File: config.mk
export PLATFORM = sky130hd
export DESIGN_NAME = rgb_to_hsv_converter
export DESIGN_NICKNAME = d
export VERILOG_FILES = /design/src/hw/rtl/rthc_pkg.sv /design/src/hw/rtl/rthc_front.sv /design/src/hw/rtl/rthc_div_cell.sv /design/src/hw/rtl/rgb_to_hsv_converter.sv
export SDC_FILE = /design/constraint.sdc
export NUM_CORES = 1
export LEC_CHECK = 0
export BUFFER_PORTS_ARGS = -buffer_cell sky130_fd_sc_hd__buf_2
export CAP_MARGIN = 30
export CORE_MARGIN = 10
export CORE_UTILIZATION = 29
export DETAILED_ROUTE_END_ITERATION = 10
export HOLD_SLACK_MARGIN = 0.05
export PLACE_DENSITY = 0.55
export SYNTH_ARGS = -nofsm -noshare
export SYNTH_HDL_FRONTEND = slang
export SYNTH_SLANG_ARGS = --single-unit
export TNS_END_PERCENT = 100
File: constraint.sdc
create_clock -name clk_i -period 5.5 [get_ports clk_i]
set_input_delay 1.65 -clock clk_i [delete_from_list [all_inputs] [get_ports clk_i]]
set_output_delay 1.65 -clock clk_i [all_outputs]
set_load 0.02 [all_outputs]
File: src/hw/rtl/rthc_pkg.sv
`timescale 1ns / 1ps
`default_nettype none
package rthc_pkg;

  localparam int unsigned PixW  = 8;
  localparam int unsigned HueW  = 15;
  localparam int unsigned SatW  = 16;
  localparam int unsigned QuoW  = 16;
  localparam int unsigned DivdW = 23;
  localparam int unsigned InTdataW  = 24;
  localparam int unsigned OutTdataW = 40;

  // one restoring division in flight: remainder, dividend bits still to
  // shift in (quotient bits fill in from the bottom), divisor
  typedef struct packed {
    logic [PixW-1:0] rem;
    logic [QuoW-1:0] work;
    logic [PixW-1:0] div;
  } rthc_lane_t;

  typedef struct packed {
    rthc_lane_t      hue;
    rthc_lane_t      sat;
    logic            gray;
    logic            black;
    logic [PixW-1:0] value;
  } rthc_pkt_t;

  function automatic rthc_lane_t rthc_div_step(rthc_lane_t l);
    logic [PixW:0] t;
    logic [PixW:0] d;
    logic          ge;
    rthc_lane_t    o;
    t  = {l.rem, l.work[QuoW-1]};
    d  = {1'b0, l.div};
    ge = (t >= d);
    o.rem  = ge ? PixW'(t - d) : t[PixW-1:0];
    o.work = {l.work[QuoW-2:0], ge};
    o.div  = l.div;
    return o;
  endfunction

endpackage
`default_nettype wire

File: src/hw/rtl/rthc_front.sv
`timescale 1ns / 1ps
`default_nettype none
module rthc_front
  import rthc_pkg::*;
(
  input  wire logic            clk_i,
  input  wire logic            rst_ni,
  input  wire logic            in_valid_i,
  output logic                 in_ready_o,
  input  wire logic [PixW-1:0] red_i,
  input  wire logic [PixW-1:0] green_i,
  input  wire logic [PixW-1:0] blue_i,
  output logic                 out_valid_o,
  input  wire logic            out_ready_i,
  output rthc_pkt_t            out_pkt_o
);

  logic            valid_q;
  rthc_pkt_t       pkt_q, pkt_d;
  logic [PixW-1:0] v, mn, c;
  logic signed [11:0] total;
  logic signed [11:0] cs, rs, gs, bs;
  logic [10:0]      tot_u;
  logic [DivdW-1:0] hue_dvd, sat_dvd;

  always_comb begin
    v = red_i;
    if (green_i > v) v = green_i;
    if (blue_i > v) v = blue_i;
    mn = red_i;
    if (green_i < mn) mn = green_i;
    if (blue_i < mn) mn = blue_i;
    c  = v - mn;
    cs = signed'({4'd0, c});
    rs = signed'({4'd0, red_i});
    gs = signed'({4'd0, green_i});
    bs = signed'({4'd0, blue_i});
    if (red_i == v && green_i >= blue_i) begin
      total = gs - bs;
    end else if (red_i == v) begin
      total = 12'(cs * 6) + gs - bs;
    end else if (green_i == v) begin
      total = (cs <<< 1) + bs - rs;
    end else begin
      total = (cs <<< 2) + rs - gs;
    end
    tot_u   = total[10:0];
    // 3840 * total
    hue_dvd = ({tot_u, 12'd0} - {4'd0, tot_u, 8'd0});
    sat_dvd = {c, 15'd0};

    pkt_d.hue.rem  = {1'b0, hue_dvd[DivdW-1:QuoW]};
    pkt_d.hue.work = hue_dvd[QuoW-1:0];
    pkt_d.hue.div  = c;
    pkt_d.sat.rem  = {1'b0, sat_dvd[DivdW-1:QuoW]};
    pkt_d.sat.work = sat_dvd[QuoW-1:0];
    pkt_d.sat.div  = v;
    pkt_d.gray     = (c == '0);
    pkt_d.black    = (v == '0);
    pkt_d.value    = v;
  end

  assign in_ready_o  = !valid_q || out_ready_i;
  assign out_valid_o = valid_q;
  assign out_pkt_o   = pkt_q;

  always_ff @(posedge clk_i or negedge rst_ni) begin
    if (!rst_ni) begin
      valid_q <= 1'b0;
    end else if (in_ready_o) begin
      valid_q <= in_valid_i;
    end
  end

  always_ff @(posedge clk_i) begin
    if (in_ready_o && in_valid_i) begin
      pkt_q <= pkt_d;
    end
  end

endmodule
`default_nettype wire

File: src/hw/rtl/rthc_div_cell.sv
`timescale 1ns / 1ps
`default_nettype none
module rthc_div_cell
  import rthc_pkg::*;
(
  input  wire logic      clk_i,
  input  wire logic      rst_ni,
  input  wire logic      in_valid_i,
  output logic           in_ready_o,
  input  wire rthc_pkt_t in_pkt_i,
  output logic           out_valid_o,
  input  wire logic      out_ready_i,
  output rthc_pkt_t      out_pkt_o
);

  logic      valid_q;
  rthc_pkt_t pkt_q, pkt_d;

  always_comb begin
    pkt_d     = in_pkt_i;
    pkt_d.hue = rthc_div_step(in_pkt_i.hue);
    pkt_d.sat = rthc_div_step(in_pkt_i.sat);
  end

  assign in_ready_o  = !valid_q || out_ready_i;
  assign out_valid_o = valid_q;
  assign out_pkt_o   = pkt_q;

  always_ff @(posedge clk_i or negedge rst_ni) begin
    if (!rst_ni) begin
      valid_q <= 1'b0;
    end else if (in_ready_o) begin
      valid_q <= in_valid_i;
    end
  end

  always_ff @(posedge clk_i) begin
    if (in_ready_o && in_valid_i) begin
      pkt_q <= pkt_d;
    end
  end

endmodule
`default_nettype wire

File: src/hw/rtl/rgb_to_hsv_converter.sv
// RGB to HSV pixel converter.
// Slave channel s_axis_*: one RGB pixel per beat, accepted when tvalid and
// tready are both high. Master channel m_axis_*: one hue/saturation/value
// beat per pixel, in input order.
// Hue is in 1/64 degree (0..23039, 0 for gray), saturation in 1/32768
// (0 for black), value is the largest channel byte.
// The datapath has one stage that finds max/min/sector, then 16 cells that
// each retire one quotient bit of both the hue and the saturation division.
// Throughput: one pixel per cycle unless the receiver stalls; one quotient bit per cell.
// Every stage is an elastic register: when the receiver stalls, beats pile
// up into empty stages and the input keeps being taken until the chain is
// full; then tready falls and everything holds.
// Reset clears all stage valid flags; no output beat is pending after it.
`timescale 1ns / 1ps
`default_nettype none
module rgb_to_hsv_converter
  import rthc_pkg::*;
(
  input  wire logic                 clk_i,
  input  wire logic                 rst_ni,
  input  wire logic                 s_axis_tvalid_i,
  output logic                      s_axis_tready_o,
  // red[7:0], green[15:8], blue[23:16]
  input  wire logic [InTdataW-1:0]  s_axis_tdata_i,
  output logic                      m_axis_tvalid_o,
  input  wire logic                 m_axis_tready_i,
  // hue[14:0], saturation[30:15], brightness[38:31], zero[39]
  output logic [OutTdataW-1:0]      m_axis_tdata_o
);

  logic      valid  [QuoW+1];
  logic      ready  [QuoW+1];
  rthc_pkt_t pkt    [QuoW+1];
  logic [HueW-1:0] hue;
  logic [SatW-1:0] sat;

  rthc_front u_front (
    .clk_i       (clk_i),
    .rst_ni      (rst_ni),
    .in_valid_i  (s_axis_tvalid_i),
    .in_ready_o  (s_axis_tready_o),
    .red_i       (s_axis_tdata_i[7:0]),
    .green_i     (s_axis_tdata_i[15:8]),
    .blue_i      (s_axis_tdata_i[23:16]),
    .out_valid_o (valid[0]),
    .out_ready_i (ready[0]),
    .out_pkt_o   (pkt[0])
  );

  for (genvar i = 0; i < QuoW; i++) begin : g_cells
    rthc_div_cell u_div_cell (
      .clk_i       (clk_i),
      .rst_ni      (rst_ni),
      .in_valid_i  (valid[i]),
      .in_ready_o  (ready[i]),
      .in_pkt_i    (pkt[i]),
      .out_valid_o (valid[i+1]),
      .out_ready_i (ready[i+1]),
      .out_pkt_o   (pkt[i+1])
    );
  end

  assign ready[QuoW] = m_axis_tready_i;

  assign hue = pkt[QuoW].gray  ? '0 : pkt[QuoW].hue.work[HueW-1:0];
  assign sat = pkt[QuoW].black ? '0 : pkt[QuoW].sat.work;

  assign m_axis_tvalid_o = valid[QuoW];
  assign m_axis_tdata_o  = {1'b0, pkt[QuoW].value, sat, hue};

endmodule
`default_nettype wire

After elaboration in Yosys (flattened, before gate mapping)
Cells that the tools add are included.
Storage, ports and cells
  flip-flop bits (word level): 977
  bits of input ports: 28
  output and inout bits: 42
  word-level logic and storage cells: 336
Cells by class
  add/subtract/negate cells: 39
  multiply operators: 1
  $lt $le $gt $ge: 37
  eq/ne operators: 2
  muxes and demuxes: 39
  reductions and logical operators: 54
Operators by type and width (number)
  $mux 8: 34
  $ge 9x8->1: 30
  $sub 8x8->8: 31
  $mux 11: 3
  $sub 11x9->11: 3
  $ge 8x8->1: 3
  $sub 23x19->23: 1
  $logic_and 1x1->1: 18
  $logic_not 1->1: 17
  $logic_or 1x1->1: 17
  $eq 8x8->1: 2
  $gt 8x8->1: 2
  $logic_not 8->1: 2
  $lt 8x8->1: 2
  $mux 16: 1
  $mux 15: 1
  $add 10x8->11: 1
  $add 11x9->11: 1
  $add 9x8->10: 1
  $mul 8x2->10 const B: 1
  $sub 8x8->9: 1

Logic depth before layout (Yosys ltp)
Gate-level depths: netlist of run 1.
  depth in word-level cells: 19
  depth in mapped cells: 52
  mapped depth without buffers: 50

Modules after synthesis
From an unflattened synthesis of run 1, not the netlist that was laid out.
Unflattened totals
  cells, all modules: 4128
  area total of the unflattened synthesis: 58626.2 sq um
Modules (own cells, without submodules)
  rthc_div_cell at g_cells[14].u_div_cell ...: instances 7, cells an instance 212, area an instance 3271.9 sq um, sequential area each 2247.2 sq um
  rthc_div_cell at g_cells[0].u_div_cell ...: instances 7, cells an instance 207, area an instance 3236.9 sq um, sequential area each 2247.2 sq um
  rthc_front: instances 1, cells an instance 744, area an instance 6283.5 sq um, sequential area each 1016.0 sq um
  rthc_div_cell at g_cells[4].u_div_cell: instances 1, cells an instance 205, area an instance 3260.6 sq um, sequential area each 2247.2 sq um
  rthc_div_cell at g_cells[13].u_div_cell: instances 1, cells an instance 211, area an instance 3239.4 sq um, sequential area each 2247.2 sq um
  rgb_to_hsv_converter: instances 1, cells an instance 35, area an instance 281.5 sq um, sequential area each 0.0 sq um

Worst setup path after synthesis of run 1
Ideal clock, no wire load.
  path kind: in2reg
  start point: input port s_axis_tdata_i[1]
  end point: register u_front.pkt_q (netlist bit u_front.out_pkt_o[72]), data pin
  library setup time: 265 ps
  data arrival time: 9972 ps
  data required time: 5235 ps
  setup slack: -4737 ps
  stages on the path: 48
  buffers on the path: 2
  cell sequence: inv_1 ha_1 nor2b_2 o211ai_2 a21oi_1 nor2_1 clkbuf_1 a21oi_1 ha_1 o21ai_0 nand2b_1 a21oi_1 o31a_1 nor3_1 clkbuf_1 nor2_1 a21oi_1 ha_1 (+12 left out) ha_1 inv_1 o21bai_1 a21oi_1 nor2b_1 o21ai_0 nand2b_1 nor2_1 o211ai_1 o211a_1 xnor2_1 o31a_1 ha_1 a21oi_1 nand2_1 nor2b_1 o211ai_1 xor2_1
On the way
  cells in the longest elaborated chain, start to end: 11
  elaborated cells on any way between the ends: 23
  those cells by class: 8 x add/sub; 1 x mul; 4 x order compare; 2 x eq/ne; 7 x mux; 1 x reduce/logical
Ends and longest elaborated chain
  from (decl): line rgb_to_hsv_converter.sv:24  | input wire logic [InTdataW-1:0] s_axis_tdata_i,
  $gt 8x8->1 / $lt 8x8->1 (equally long branches): line rthc_front.sv:28, rthc_front.sv:31
  $mux 8, on equally long branches: line rthc_front.sv:28, rthc_front.sv:31
  $gt 8x8->1 / $lt 8x8->1 (equally long branches): line rthc_front.sv:29, rthc_front.sv:32
  $mux 8, on equally long branches: line rthc_front.sv:29, rthc_front.sv:32
  $sub 8x8->8: line rthc_front.sv:33  | c = v - mn;
  $mul 8x2->10, or another cell as far along: line rthc_front.sv:41  | total = 12'(cs * 6) + gs - bs;
  $add 11x9->11, or another cell as far along: line rthc_front.sv:41
  $sub 11x9->11 / $mux 11 (equally long branches): line rthc_front.sv:41, rthc_front.sv:42
  $mux 11: line rthc_front.sv:40  | end else if (red_i == v) begin
  $mux 11 (*): line rthc_front.sv:38  | if (red_i == v && green_i >= blue_i) begin
  $sub 23x19->23 (*): line rthc_front.sv:49  | hue_dvd = ({tot_u, 12'd0} - {4'd0, tot_u, 8'd0});
  via u_front.hue_dvd[22]: line rthc_front.sv:24  | logic [DivdW-1:0] hue_dvd, sat_dvd;
  to (signal assigned): line rthc_front.sv:77  | pkt_q <= pkt_d;
  to (decl): line rthc_front.sv:19  | rthc_pkt_t pkt_q, pkt_d;
Mark *: on every way through the listed nets, which the timed path passes. The rest lies on a longest branch.
A chain may end at the register's enable or synchronous reset.

==> flow_metrics.py, run 1 <==
metrics = {
    "final_layout": {
        "syn2layout_area_growth_pct": 22.96,
        "n_antenna_cell": 0,
        "multi_input_area_sq_um": 17360,
        "fin_nets": 4345,
        "seq_area_sq_um": 25560,
        "final_cell_count_no_fill": 5920,
        "fillers": 14180,
        "drive_gt1_share_pct": 20.28,
    },
    "timing": {
        "relSlewSlack_pct": 35.67,
        "slew_viol_final": 0,
        "layout_min_cycle_time_ns": 9.123,
        "skew_ns": 0.04774,
        "worstMarginPinSlew_ns": 0.9629,
        "finalCritPeriodShare_pct": 165.9,
        "whs_ns": 0.3964,
        "setup_ws_ns": -3.623,
        "grt_setup_unrepaired": "true",
        "setup-violations-final": 20,
        "hold_viol": 0,
        "fmax_mhz": 109.6,
    },
    "routing": {
        "route.detailed.drc": 0,
        "dr.pass1.iters": 5,
        "dr_wl_met2_um": 44340,
        "routed_via_density": 4.460,
        "num_vias": 26400,
        "wl_met3_um": 2349,
        "drt-wirelength-per-cell_um": 14.10,
        "wl_met1_um": 34320,
        "drt-total-wl_um": 83470,
        "drt_iter0_drc": 1009,
        "antenna_left": 0,
        "top_layer_used": "met4",
    },
    "status": {
        "run_status": "finished with violations",
        "violations": "negative setup slack",
    },
    "floorplanning": {
        "die_y_um": 406.0,
        "die-area_sq_um": 164800,
        "start_util_pct": 29.23,
        "design.core.area_sq_um": 147800,
        "die_w_um": 406.0,
        "row_count": 141,
        "io_pins": 70,
    },
    "setup_path": {
        "cp_top_family": "compound AO/OA/AOI/OAI gates",
        "cp.required_ns": 5.86,
        "critPathMaxStageDelay_ns": 0.60,
        "slowest_stage": "fa_1",
        "crit_buf_inv": 9,
        "path_max_fanout": 8,
        "crit_arrival_ns": 9.48,
        "crit_path_start_kind": "input port",
        "crit_path_end_kind": "register",
        "worstSetupPathType": "input port to register",
        "crit_top_cell": "ha_4",
    },
    "grt": {
        "globalRoute.totalOverflow": 0,
        "grt_max_degree": 60,
        "grt_pass1_wl_um": 138100,
        "antenna_found_initial": 1,
        "grtUsageTotal_pct": 10.16,
        "grt_pass1_vias": 27620,
    },
    "synthesis": {
        "postSynth.topFlopCell": "edfxtp_1",
        "synthTopCellsByCount": "837 x edfxtp_1, 419 x inv_1, 343 x ha_1, 316 x o21ai_0, 220 x nand2_1",
        "postSynthCellCount": 3469,
        "ys_ff_latch": 854,
        "ys_seq_area_share_pct": 59.16,
        "synth_top_area_cell": "edfxtp_1",
        "synth_top_area_share_pct": 58.17,
        "synth_area_per_cell_sq_um": 12.46,
        "synthArstFlopShare_pct": 1.991,
        "syn_area_sq_um": 43210,
        "ys_warn_count": 0,
        "synth_edf_count": 837,
        "yosys-top-cells-area": "edfxtp_1 58%, ha_1 9.9%, o21ai_0 3.7%, inv_1 3.6%, fa_1 2.3%",
        "syn_nets": 3890,
        "ys_types": 73,
        "yosysMostFrequentCell": "edfxtp_1",
    },
    "worst_hold_path": {
        "hold_class": "register to register",
    },
    "placed_design": {
        "dp.cells": 5703,
        "gp_congestion": 0.8446,
        "pre_cts_ws_ns": -4.479,
        "place.detailed.hpwl_um": 63800,
        "portBuffers": 68,
    },
    "clock_tree": {
        "cts.root.buffer_cell": "clkbuf_16",
        "tritoncts.num_buffers": 92,
        "htreeDepth": 3,
        "cts_tree": "built",
        "cts.path.max_buffers": 3,
        "clkSinkCount": 854,
        "clk_pin_slew_ns": 0.06,
        "clock_latency_ns": 0.65,
    },
    "flow_run": {
        "drv_cap": 0,
    },
}
==> registers in the layout, indices dropped and copies added, names as in the netlist <==
register	count
g_cells.u_div_cell.out_pkt_o	804
g_cells.u_div_cell.out_valid_o	16
u_front.out_pkt_o	33
u_front.out_valid_o	1
==> per-layer routing <==
metal / vias to the layer above / track usage (%)
li1: 13330 / -
met1: 12630 / 11.25
met2: 290 / 19.44
met3: 156 / 1.711
met4: 0 / 3.397
met5: - / 0
==> cells by family after synthesis <==
| family | Yosys count | share of synthesized area, % |
|---|---|---|
| DFF | 854 | 59.16 |
| and+or+nand+nor | 854 | 10.25 |
| AOI/OAI and AO/OA | 706 | 10.09 |
| buffers and inverters | 478 | 4.300 |
| adders and majority gates | 393 | 12.25 |
| xor gates and xnor gates | 157 | 3.278 |
| muxes | 26 | 0.6602 |
| other | 1 | 0.008679 |
==> placed cells by master, fill, tap and decap left out, types with 68 or more instances in the layout <==
cell type,instances
edfxtp_1,837
inv_1,397
buf_4,311
ha_1,307
o21ai_0,296
nand2_1,216
nor2_1,154
nor2b_1,107
clkbuf_16,93
a21o_1,91
nand2b_1,88
a21oi_1,81
xor2_1,68
==> worst reg2reg max path: cells and delay by family (launching register included) <==
kind            cells  cell delay [ns]
compound gates      5             0.94
fa+ha+maj           1             0.30
flops               1             0.41
simple gates        6             1.44
buf+inv             2             0.13
==> repair_timing <==
action / in CTS / in global routing
gates resized for setup: 162 / 86
endpoints found under the setup margin: 23 / 24
hold buffers: 0 / 0
hold endpoints to repair: 0 / 0
buffers inserted: 81 / 20
pin swaps: 80 / 73
==> through the flow <==
| step | utilization, % | area, sq um | TNS (ns) |
|---|---|---|---|
| 5_1_grt | 35.94 | 53130 | -46.99 |
| 6_report | 35.94 | 53130 | -41.31 |
| 2_1_floorplan | - | 43770 | -48.48 |
| 3_3_place_gp | 32.79 | 48480 | -58.90 |
| 4_1_cts | 35.76 | 52860 | -43.34 |
| 3_5_place_dp | 32.85 | 48560 | -61.51 |
==> worst paths after layout <==
path                            cells past startpoint                                  end  slack (ns)                                start
worst max register to register                     14  g_cells[3].u_div_cell.out_pkt_o[68]        1.97  g_cells[2].u_div_cell.out_pkt_o[43]
max in group asynchronous                           1    g_cells[7].u_div_cell.out_valid_o        4.26                               rst_ni
worst min-delay path                                0  g_cells[0].u_div_cell.out_pkt_o[65]        0.40                u_front.out_pkt_o[64]
worst max-delay path                               50                u_front.out_pkt_o[72]       -3.62                    s_axis_tdata_i[2]
min in group asynchronous                           1    g_cells[8].u_div_cell.out_valid_o        0.93                               rst_ni
worst min register to register                      0  g_cells[0].u_div_cell.out_pkt_o[65]        0.40                u_front.out_pkt_o[64]
==> cell type report <==
type                       count  area share, %
sequential                   854          48.11
clock inverter                58          1.152
multi-input combinational   2137          32.68
timing repair buffer         420          6.079
tap                         1930          4.545
inverter                     419          2.993
clock buffer                 102          4.444
Power of run 1 is not shown: default switching activity piles up to over one toggle a cycle in this logic, so the estimate is an artifact.
==> inputs of run 2 (changes only) <==
- BUFFER_PORTS_ARGS: -buffer_cell sky130_fd_sc_hd__buf_2 -> -buffer_cell sky130_fd_sc_hd__buf_4
- CORE_MARGIN: 10 -> 2
- SETUP_SLACK_MARGIN: unset -> 0.5
==> run 2 against run 1 <==
  * The run still ends with negative setup slack left
  * Fmax decreased by 0.91%
  * Hold slack got worse by 0.010 ns
  * Utilization increased by 0.52 points
  * Critical path depth is 1 lower
  * Register-to-register slack worse by 0.16 ns
  * Clock skew up 0.0038 ns
==> flow_metrics.py, run 2 (same netlist as run 1, synthesis figures left out) <==
metrics = {
    "status": {
        "run_status": "finished with violations",
        "violations": "negative setup slack",
    },
    "timing": {
        "relSlewSlack_pct": 31.66,
        "hold_viol": 0,
        "setup-violations-final": 20,
        "finalCritPeriodShare_pct": 167.4,
        "worstMarginPinSlew_ns": 1.023,
        "slew_viol_final": 0,
        "fmax_mhz": 108.6,
        "setup_ws_ns": -3.706,
        "layout_min_cycle_time_ns": 9.206,
        "grt_setup_unrepaired": "true",
        "skew_ns": 0.05150,
    },
    "routing": {
        "dr.pass1.iters": 5,
        "drt-wirelength-per-cell_um": 13.82,
        "route.detailed.drc": 0,
        "drt_iter0_drc": 1121,
        "antenna_left": 0,
        "routed_via_density": 4.426,
        "drt-total-wl_um": 82640,
        "num_vias": 26470,
    },
    "floorplanning": {
        "die-area_sq_um": 152100,
        "start_util_pct": 29.23,
        "die_w_um": 390.0,
        "io_pins": 70,
        "die_y_um": 390.0,
        "design.core.area_sq_um": 147800,
        "row_count": 141,
    },
    "setup_path": {
        "crit_arrival_ns": 9.57,
        "crit_start": "s_axis_tdata_i[9]",
        "reg2reg_from": "g_cells[5].u_div_cell.out_pkt_o[43]",
        "slowest_stage": "fa_1",
        "worstSetupPathType": "input port to register",
        "path_max_fanout": 4,
        "cp.required_ns": 5.87,
        "crit_path_end_kind": "register",
        "crit_path_start_kind": "input port",
        "critPathMaxStageDelay_ns": 0.48,
        "crit_top_cell": "ha_4",
    },
    "grt": {
        "grtUsageTotal_pct": 10.81,
        "grt_pass1_vias": 27550,
        "globalRoute.totalOverflow": 0,
        "antenna_found_initial": 0,
        "grt_max_degree": 62,
        "grt_pass1_wl_um": 134700,
    },
    "final_layout": {
        "n_antenna_cell": 0,
        "final_cell_mix": "837 x edfxtp_1, 402 x buf_4, 401 x inv_1, 306 x ha_1, 298 x o21ai_0",
        "fillers": 14280,
        "fin_nets": 4395,
        "finish.instance_area_sq_um": 53900,
        "largest_register_ffs": 804,
        "drive_gt1_share_pct": 21.28,
        "final_common_cell": "edfxtp_1",
        "syn2layout_area_growth_pct": 24.74,
    },
    "placed_design": {
        "gp_congestion": 0.8440,
        "placed_area_sq_um": 48750,
        "portBuffers": 68,
        "place.detailed.hpwl_um": 62420,
    },
    "clock_tree": {
        "htreeDepth": 3,
        "clk_pin_slew_ns": 0.05,
        "cts.root.buffer_cell": "clkbuf_16",
        "cts_tree": "built",
        "clock_latency_ns": 0.66,
        "cts.path.max_buffers": 3,
        "clkSinkCount": 854,
        "tritoncts.num_buffers": 93,
        "cts_hold_buf": 0,
    },
    "worst_hold_path": {
        "min-delay-start": "u_front.out_pkt_o[60]",
        "hold_class": "register to register",
    },
    "flow_run": {
        "drv_cap": 0,
    },
}
[run 2: cell types whose count changed in the layout (fill, tap and decap cells not counted), sizes merged]
cell | before | now
bufinv | 10 | 11
clkinvlp | 6 | 8
clkbuf | 102 | 105
inv | 422 | 423
clkinv | 39 | 44
buf | 420 | 469
[run 2: path summary, 6_finish.rpt]
kind | to | slack (ns) | cells after the start
setup reg to reg | g_cells[6].u_div_cell.out_pkt_o[66] | 1.81 | 14
hold reg to reg | g_cells[0].u_div_cell.out_pkt_o[61] | 0.39 | 0
max in group asynchronous | g_cells[5].u_div_cell.out_valid_o | 4.42 | 1
setup / recovery | u_front.out_pkt_o[71] | -3.71 | 49
hold / removal | g_cells[0].u_div_cell.out_pkt_o[61] | 0.39 | 0
min in group asynchronous | g_cells[6].u_div_cell.out_valid_o | 0.86 | 1
[run 2: area by class of cell]
cell class	count	area (sq um)	share of cell area, %
clock inverters	67	721.9	1.339
flip-flops and latches	854	25560	47.42
inverters	419	1595	2.960
multi-input cells	2137	17320	32.14
repair buffers	469	3909	7.252
well taps	1930	2415	4.480
clock buffers	105	2372	4.402
[run 2: stage by stage]
step | cells | hold slack, ns | setup TNS [ns] | worst slack, ns | utilization, %
floorplan | 3469 | 0.4003 | -48.49 | -4.111 | -
CTS | 5950 | 0.3883 | -39.63 | -3.467 | 36.03
global route | 5981 | 0.4007 | -48.61 | -4.123 | 36.46
detailed placement | 5705 | 0.4045 | -60.64 | -4.488 | 32.97
finish | 5981 | 0.3861 | -43.85 | -3.706 | 36.46
global placement | 5701 | 0.4001 | -57.94 | -4.347 | 32.92
[run 2: critical path: cells and delay by family]
family / cells / cell delay (ns)
AO/OA/AOI/OAI: 19 / 3.26
XOR/XNOR: 4 / 0.48
adder cells (fa/ha/maj): 6 / 1.78
buffers and inverters: 7 / 0.84
AND/OR/NAND/NOR: 13 / 1.56
[run 2: repair_timing]
action / 4_1_cts / 5_1_grt
gates resized for setup: 167 / 72
pin swaps: 93 / 50
cloned: 1 / 0
buffers inserted: 72 / 30
endpoints found under the setup margin: 25 / 26
[run 2: per-layer routing]
layer / global-route usage [%] / wire length (um) / share of wire (%) / vias up
met3: 1.748 / 2372 / 2.9 / 154
li1: - / - / - / 13450
met2: 20.98 / 44700 / 54 / 301
met1: 11.67 / 32890 / 40 / 12570
met5: 0 / 0 / 0 / -
met4: 3.868 / 2682 / 3.2 / 0
Power of run 2 is left out for the same reason.
